==> config.mk <==
export PLATFORM = sky130hd
export DESIGN_NAME = square_matrix_multiply
export DESIGN_NICKNAME = d
export VERILOG_FILES = /design/src/design/smm_pkg.sv /design/src/design/square_matrix_multiply.sv /design/src/design/smm_store.sv
export SDC_FILE = /design/constraint.sdc
export NUM_CORES = 2
export LEC_CHECK = 0
export BUFFER_PORTS_ARGS = -buffer_cell sky130_fd_sc_hd__buf_2
export CORE_MARGIN = 2
export CORE_UTILIZATION = 55
export CTS_CLUSTER_SIZE = 40
export DETAILED_ROUTE_END_ITERATION = 16
export HOLD_SLACK_MARGIN = 0.08
export PLACE_DENSITY = 0.71
export SLEW_MARGIN = 20
export SYNTH_ARGS = -nofsm -noshare
export SYNTH_HDL_FRONTEND = slang
export SYNTH_SLANG_ARGS = --single-unit
==> constraint.sdc <==
create_clock -name i_clk -period 9.1 [get_ports i_clk]
set_clock_uncertainty 0.2 [all_clocks]
set_input_delay 1.82 -clock i_clk [delete_from_list [all_inputs] [get_ports i_clk]]
set_output_delay 1.82 -clock i_clk [all_outputs]
set_load 0.01 [all_outputs]
==> src/design/smm_pkg.sv <==
// Shared widths, register map and sequencer states for the matrix multiplier.
package smm_pkg;

    localparam int VALUE_W   = 16;
    localparam int PROD_W    = 2 * VALUE_W;
    localparam int RESULT_W  = 35;
    localparam int ROW_W     = 3;
    localparam int CFG_W     = 4;
    localparam int APB_DW    = 32;
    localparam int APB_AW    = 3;

    localparam logic REG_MATRIX_SIZE = 1'b0;

    typedef enum logic [3:0] {
        S_LOAD = 4'b0001,
        S_READ = 4'b0010,
        S_MUL  = 4'b0100,
        S_ACC  = 4'b1000
    } t_state;

endpackage

==> src/design/square_matrix_multiply.sv <==
// Square signed matrix multiplier with a single shared multiply-accumulate unit.
// Loading: one element pair per cycle while busy is low, N*N transactions per load.
// Compute: each product term goes through the store read, multiply and accumulate states in turn.
// Results are one-cycle strobes in row-major order; the receiver cannot stall.
// Synchronous active-low reset clears load count, sequencer and strobe; size resets to MAX_SIZE.
module square_matrix_multiply
    import smm_pkg::*;
#(
    parameter int MAX_SIZE = 8
) (
    input  logic                       i_clk,
    input  logic                       i_rst_n,
    input  logic                       start,
    output logic                       busy,
    input  logic signed [VALUE_W-1:0]  i_a_value,
    input  logic signed [VALUE_W-1:0]  i_b_value,
    output logic                       o_valid,
    output logic signed [RESULT_W-1:0] o_product_value,
    output logic [ROW_W-1:0]           o_out_row,
    output logic [ROW_W-1:0]           o_out_col,
    output logic                       o_is_last,
    input  logic                       psel,
    input  logic                       penable,
    input  logic                       pwrite,
    input  logic [APB_AW-1:0]          paddr,
    input  logic [APB_DW-1:0]          pwdata,
    output logic [APB_DW-1:0]          prdata,
    output logic                       pready
);

    localparam int DEPTH = MAX_SIZE * MAX_SIZE;
    localparam int AW    = (DEPTH > 1) ? $clog2(DEPTH) : 1;
    localparam int IDX_W = (MAX_SIZE > 1) ? $clog2(MAX_SIZE) : 1;
    localparam int CNT_W = $clog2(MAX_SIZE + 1);
    localparam int TOT_W = 2 * CNT_W;

    t_state                    r_state;
    logic [CFG_W-1:0]          r_cfg;
    logic [AW-1:0]             r_load_count;
    logic [CNT_W-1:0]          r_r;
    logic [IDX_W-1:0]          r_i;
    logic [IDX_W-1:0]          r_j;
    logic [AW-1:0]             r_row_base;
    logic [AW-1:0]             r_a_addr;
    logic [AW-1:0]             r_b_addr;
    logic signed [PROD_W-1:0]  r_prod;
    logic signed [RESULT_W-1:0] r_acc;

    logic [CNT_W-1:0]          eff;
    logic [TOT_W-1:0]          total;
    logic                      accept;
    logic                      cfg_wr;
    logic                      load_done;
    logic                      last_r;
    logic                      last_j;
    logic                      last_i;
    logic [IDX_W-1:0]          idx_max;
    logic [AW-1:0]             n_row_base;
    logic signed [RESULT_W-1:0] sum;
    logic [VALUE_W-1:0]        rd_a;
    logic [VALUE_W-1:0]        rd_b;

    always_comb begin
        if (r_cfg == '0) begin
            eff = CNT_W'(1);
        end else if (r_cfg > CFG_W'(MAX_SIZE)) begin
            eff = CNT_W'(MAX_SIZE);
        end else begin
            eff = CNT_W'(r_cfg);
        end
    end

    assign total      = TOT_W'(eff) * TOT_W'(eff);
    assign busy       = (r_state != S_LOAD);
    assign accept     = start && !busy;
    assign cfg_wr     = psel && penable && pwrite && pready && (paddr[2] == REG_MATRIX_SIZE);
    assign load_done  = (TOT_W'(r_load_count) + TOT_W'(1)) == total;
    assign idx_max    = IDX_W'(eff - CNT_W'(1));
    assign last_r     = (r_r == eff - CNT_W'(1));
    assign last_j     = (r_j == idx_max);
    assign last_i     = (r_i == idx_max);
    assign n_row_base = AW'(r_row_base + AW'(eff));
    assign sum        = r_acc + RESULT_W'(r_prod);
    assign pready     = 1'b1;
    assign prdata     = (paddr[2] == REG_MATRIX_SIZE) ? APB_DW'(r_cfg) : '0;

    smm_store #(
        .AW    (AW),
        .DEPTH (DEPTH)
    ) u_store (
        .i_clk       (i_clk),
        .i_we        (accept),
        .i_wr_addr   (r_load_count),
        .i_wr_a      (i_a_value),
        .i_wr_b      (i_b_value),
        .i_rd_addr_a (r_a_addr),
        .i_rd_addr_b (r_b_addr),
        .o_rd_a      (rd_a),
        .o_rd_b      (rd_b)
    );

    always_ff @(posedge i_clk) begin
        if (!i_rst_n) begin
            r_state      <= S_LOAD;
            r_cfg        <= CFG_W'(MAX_SIZE);
            r_load_count <= '0;
            o_valid      <= 1'b0;
        end else begin
            o_valid <= 1'b0;
            if (cfg_wr) begin
                r_cfg        <= pwdata[CFG_W-1:0];
                r_load_count <= '0;
            end
            unique case (r_state)
                S_LOAD: begin
                    if (accept) begin
                        if (load_done) begin
                            r_load_count <= '0;
                            r_state      <= S_READ;
                        end else begin
                            r_load_count <= AW'(r_load_count + AW'(1));
                        end
                    end
                end
                S_READ: r_state <= S_MUL;
                S_MUL:  r_state <= S_ACC;
                S_ACC: begin
                    if (last_r) begin
                        o_valid <= 1'b1;
                        r_state <= (last_i && last_j) ? S_LOAD : S_READ;
                    end else begin
                        r_state <= S_READ;
                    end
                end
                default: r_state <= S_LOAD;
            endcase
        end
    end

    // operand address walk and accumulation
    always_ff @(posedge i_clk) begin
        unique case (r_state)
            S_LOAD: begin
                r_r        <= '0;
                r_i        <= '0;
                r_j        <= '0;
                r_row_base <= '0;
                r_a_addr   <= '0;
                r_b_addr   <= '0;
                r_acc      <= '0;
            end
            S_READ: ;
            S_MUL: r_prod <= $signed(rd_a) * $signed(rd_b);
            S_ACC: begin
                if (!last_r) begin
                    r_acc    <= sum;
                    r_r      <= CNT_W'(r_r + CNT_W'(1));
                    r_a_addr <= AW'(r_a_addr + AW'(1));
                    r_b_addr <= AW'(r_b_addr + AW'(eff));
                end else begin
                    r_acc           <= '0;
                    r_r             <= '0;
                    o_product_value <= sum;
                    o_out_row       <= ROW_W'(r_i);
                    o_out_col       <= ROW_W'(r_j);
                    o_is_last       <= last_i && last_j;
                    if (!last_j) begin
                        r_j      <= IDX_W'(r_j + IDX_W'(1));
                        r_a_addr <= r_row_base;
                        r_b_addr <= AW'(r_j) + AW'(1);
                    end else begin
                        r_j        <= '0;
                        r_b_addr   <= '0;
                        r_i        <= IDX_W'(r_i + IDX_W'(1));
                        r_row_base <= n_row_base;
                        r_a_addr   <= n_row_base;
                    end
                end
            end
            default: ;
        endcase
    end

endmodule

==> src/design/smm_store.sv <==
// Operand stores for A and B: one write port, one registered read port each.
module smm_store
    import smm_pkg::*;
#(
    parameter int AW    = 6,
    parameter int DEPTH = 64
) (
    input  logic               i_clk,
    input  logic               i_we,
    input  logic [AW-1:0]      i_wr_addr,
    input  logic [VALUE_W-1:0] i_wr_a,
    input  logic [VALUE_W-1:0] i_wr_b,
    input  logic [AW-1:0]      i_rd_addr_a,
    input  logic [AW-1:0]      i_rd_addr_b,
    output logic [VALUE_W-1:0] o_rd_a,
    output logic [VALUE_W-1:0] o_rd_b
);

    logic [VALUE_W-1:0] r_mem_a [DEPTH];
    logic [VALUE_W-1:0] r_mem_b [DEPTH];

    always_ff @(posedge i_clk) begin
        if (i_we) begin
            r_mem_a[i_wr_addr] <= i_wr_a;
            r_mem_b[i_wr_addr] <= i_wr_b;
        end
        o_rd_a <= r_mem_a[i_rd_addr_a];
        o_rd_b <= r_mem_b[i_rd_addr_b];
    end

endmodule

# Yosys cells after proc, flatten, opt, wreduce, memory -nomap -nowiden
# Memory sizes are Yosys's and may differ from the RTL's. A register that Yosys moved wholly into a read port is not among the register bits.
# Cells that the tools add are included.
# classes
n_addsub	11
multipliers	2
div_mod_pow	0
magnitude_cmp	1
n_eq_ne	13
shift	0
n_mux	33
bitwise_logic	1
n_reduce_logical	13
# op_table
op	n
$pmux 35 s2	1
$mux 6	8
$pmux 6 s2	3
$add 35x32->35	1
$mux 35	1
$mul 16x16->32	1
$mux 4	7
$pmux 4 s4	1
$add 6x1->6 const B	2
$add 6x4->6	2
$mux 3	4
$pmux 3 s2	2
$eq 7x8->1	1
$mul 4x4->8	1
$ne 2x2->1 const B	4
$pmux 4 s2	1
$reduce_and 2->1	4
$add 6x1->7 const B	1
$add 3x1->3 const B	2
$eq 3x3->1	2
$logic_and 1x1->1	5
$add 3x1->4 const B	1
$add 4x1->4 const B	1
$eq 4x1->1 const B	1
other kinds (14)	17
# totals
register_bits	152
latchBits	0
ram_bits	2048
rom_bits	0
in_bits	73
out_inout_bits	77
word_cells	92
memories	2
# mem_list
name	depth	width	rd	rd_clocked_by_memory_dff	write_ports	line_no	text
u_store.r_mem_a	64	16	1	1	1	smm_store.sv:19	logic [VALUE_W-1:0] r_mem_a [DEPTH];
u_store.r_mem_b	64	16	1	1	1	smm_store.sv:20	logic [VALUE_W-1:0] r_mem_b [DEPTH];

# Logic depth before layout (Yosys ltp)
# depth
depth_word	9
ltp_mapped	23
depth_no_buf	21

# By module
# A second synthesis with hierarchy kept.
# unflattened
hier_cells	5307
hier_area_um2	97114.4
# modules_own_cells
module	n_inst	cells_each	area_each_um2	seq_area_each_um2
smm_store	1	3498	78977.0	62139.6
square_matrix_multiply	1	1809	18137.4	4414.2

# Worst setup path after synthesis
# OpenSTA, ideal clock, no wires.
# synth_timing
path_type	reg2reg
startpoint	reg u_store.o_rd_b[1], read port of u_store.r_mem_b
endpoint	reg r_prod[31] (data pin)
setup_ps	260
arrival_time_ps	6367
required_time_ps	8640
setup_slack_ps	2273
stages_incl_launch_ff	24
n_path_buf	2
synth_period_minus_slack_ps	6827
cell_sequence	dfxtp_1 > clkbuf_1 > nand2_1 > inv_1 > fa_1 > fa_1 > inv_1 > fa_1 > inv_1 > fa_1 > fa_1 > inv_1 > fa_1 > inv_1 > ha_1 > buf_2 > a211oi_1 > nand2_1 > a2111o_1 > a31o_1 > a41oi_1 > o21ai_1 > o41a_1 > xnor2_1
# synth_via
elab_chain_cells	1
# synth_rtl
item	line_no	text
from (decl)	smm_store.sv:16	output logic [VALUE_W-1:0] o_rd_b
$mul 16x16->32	square_matrix_multiply.sv:153	S_MUL: r_prod <= $signed(rd_a) * $signed(rd_b);
to (signal assigned)	square_matrix_multiply.sv:153	
to (decl)	square_matrix_multiply.sv:46	logic signed [PROD_W-1:0] r_prod;
# No other way between the ends.
# A chain may end at the register's enable or synchronous reset.

# Worst setup path after layout
# Same ends and word-level chain as after synthesis.

==> results.md <==
- Port Buffers: 90
- Number of max-cap violations: 0
- Count leader, synth: edfxtp_1
- Most frequent cells after synthesis: edfxtp_1, mux4_2, inv_1
- Max-slew violation count: 0
- Sequential share of the synthesized area: 0.6892
- Post-DP HPWL: 129.3 mm
- Main synth FF type: edfxtp_1
- Hold Vio Cnt, Final: 0
- Worst-path clk slew: 0.06 ns
- Post-synthesis instance area: 96570 um^2
- CTS Buf Count: 209
- Die area: 178900 um^2
- PostCTS Resize Cnt: 0
- Ranking of synthesized cells by area: edfxtp_1, mux4_2, fa_1, ha_1, inv_1
- Status: complete, no violations
- Gpl congestion: 0.8918
- Synth Instances: 4810
- Clk buf depth: 3
- Die height: 423.0 um
- Main combinational cell family by area after synthesis: multiplexers
- Dominant cell type by area after synthesis: edfxtp_1
- Via count: 47427
- Kind of critical path: register to register
- Root Buffer: clkbuf_16
- CP arrival: 7.85 ns
- Top cell type's share of synthesized area: 0.6795
- Area of the multi-input gates: 28180 um^2
- Post-synthesis share of cell area spent on full adders, half adders and majority gates: 0.07264
- Clk_lat worst skew: 0.88 ns
- EDFF count, synth: 2185
- Worst slew pin tran: 1.129 ns
- Pin count of the biggest net entering global routing: 133
- Min Tclk post-route: 7.511 ns
- Crit. End Element: register
- First-pass GRT wire length: 332.1 mm
- RSZ-0062 raised after global routing: no
- XOR/XNOR Fraction of Synth Area: 0.008785
- Initial Util: 0.5543
- Vias in the first global route: 47401
- Ys async rst share: 0
- Filler instances: 11965
- Post-Synth Simple-Gate Area: 0.03139
- Sink Count: 2232
- Setup violations, final: 0
- Std-Cell Rows: 153
- Via-to-Cell Ratio: 6.330
- Worst rel slew slack: 0.2474
- Layout cells sized above 1: 0.2425
- CTS tree: built
- Per-cell routed wire length: 30.54 um
- Total track usage: 0.2589
- Remaining global-route overflow: 0
- Register area: 66550 um^2
- Netlist cell types: 71
- WL final: 228.8 mm
- H-tree depth: 4
- Core ar.: 174200 um^2
- # IOs: 150
- Worst endpoint required time: 9.44 ns
- DRC errors left: 0
- Hold Path Class: register to register
- Max Freq: 133.1 MHz
- Die Width: 423.0 um
- Worst Path Max Fanout: 16
- #FFs+latches synth: 2232
- Yosys warning total: 0
- CP Launch Type: register
- Sum of negative setup slack: 0 ns
- Period utilization: 0.8254
- ANT nets after route: 0
- Synthesis-to-layout area growth: 11.02%
- Synth Area in Compound Gates: 0.01489
- DR iter-0 viols: 5781
- Mux share of post-synthesis cell area: 0.1578
- Pre-antenna DRT Iters: 5
- Postcts setup bufs: 0
- Syn avg cell area: 20.08 um^2
- Antenna violations before repair: 8
- Hold_buf cts: 0
- Final Net Count: 5468
[worst max-delay path: stages, from the launching register on]
cell      delay (ns)
dfxtp_1         0.75
nand2_1         0.20
inv_1           0.16
fa_1            0.54
fa_1            0.84
inv_1           0.16
fa_1            0.50
inv_1           0.05
fa_1            0.49
fa_1            0.49
inv_1           0.05
fa_1            0.47
inv_1           0.04
ha_1            0.39
a211oi_1        0.30
nand2_1         0.12
a2111o_1        0.40
a31o_1          0.22
a41oi_1         0.25
o21ai_1         0.14
o41a_1          0.33
xnor2_1         0.13
[sequential cells by signal, indices dropped and copies added (netlist names)]
| name | cells |
|---|---|
| o_is_last | 1 |
| o_out_col | 3 |
| o_out_row | 3 |
| o_product_value | 35 |
| o_valid | 1 |
| r_a_addr | 6 |
| r_acc | 35 |
| r_b_addr | 6 |
| r_cfg | 4 |
| r_i | 3 |
| r_j | 3 |
| r_load_count | 6 |
| r_prod | 32 |
| r_r | 4 |
| r_row_base | 6 |
| r_state | 4 |
| u_store.o_rd_a | 16 |
| u_store.o_rd_b | 16 |
| u_store.r_mem_a | 1024 |
| u_store.r_mem_b | 1024 |
[per-layer routing]
layer | vias to the layer above | GRT usage | part of all wire | wire length [um]
met5 | - | 0 | 0.000087 | 20
met4 | 2 | 0.08381 | 0.036 | 8180
met3 | 393 | 0.05057 | 0.093 | 21360
met2 | 2380 | 0.4057 | 0.48 | 109100
met1 | 25388 | 0.3721 | 0.39 | 90140
li1 | 19264 | - | - | -
[metrics by stage]
stage	worst slack [ns]	cell area, um^2	util	hold slack [ns]	cells
floorplan	2.273	96680	-	0.2606	4839
global placement	1.590	100200	0.5751	0.3071	7105
detailed placement	1.568	100200	0.5751	0.3272	7105
CTS	1.528	107100	0.6148	0.3365	7488
global route	1.180	107200	0.6154	0.3580	7491
finish	1.589	107200	0.6154	0.3363	7493
[cell type report]
cell class | count | share of cell area
Tap cell | 2325 | 0.02714
Antenna cell | 2 | 0.00004668
Clock buffer | 256 | 0.05120
Clock inverter | 127 | 0.01340
Inverter | 329 | 0.01152
Sequential cell | 2232 | 0.6208
Multi-Input combinational cell | 2031 | 0.2629
Timing Repair Buffer | 191 | 0.01300
[worst paths after layout]
path	slack (ns)	from	endpoint	cells past startpoint
worst max register to register	1.59	u_store.o_rd_b[1]	r_prod[31]	21
worst min-delay path	0.34	r_state[1]	r_state[2]	2
worst min register to register	0.34	r_state[1]	r_state[2]	2
worst max-delay path	1.59	u_store.o_rd_b[1]	r_prod[31]	21
[cell usage in the layout (no fill, tap or decap), types with 35 or more instances in the layout]
cell / n
a21oi_1: 57
and2_1: 153
buf_2: 82
buf_4: 97
clkbuf_1: 41
clkbuf_16: 211
clkinv_1: 35
clkinv_2: 45
dfxtp_1: 47
edfxtp_1: 2185
fa_1: 266
ha_1: 135
inv_1: 329
mux4_2: 672
nand2_1: 168
nor2_1: 77
nor2_4: 63
o21ai_0: 40
xnor2_1: 57
[cell families after synthesis]
logic type | count (synthesis)
flip-flops | 2232
multiplexers | 682
AND/OR/NAND/NOR | 608
buffers and inverters | 576
adder cells (fa/ha/maj) | 401
AO/OA/AOI/OAI | 217
XOR/XNOR | 92
other | 2
Power is not shown: default switching activity piles up to over one toggle a cycle in this logic, so the estimate is an artifact.
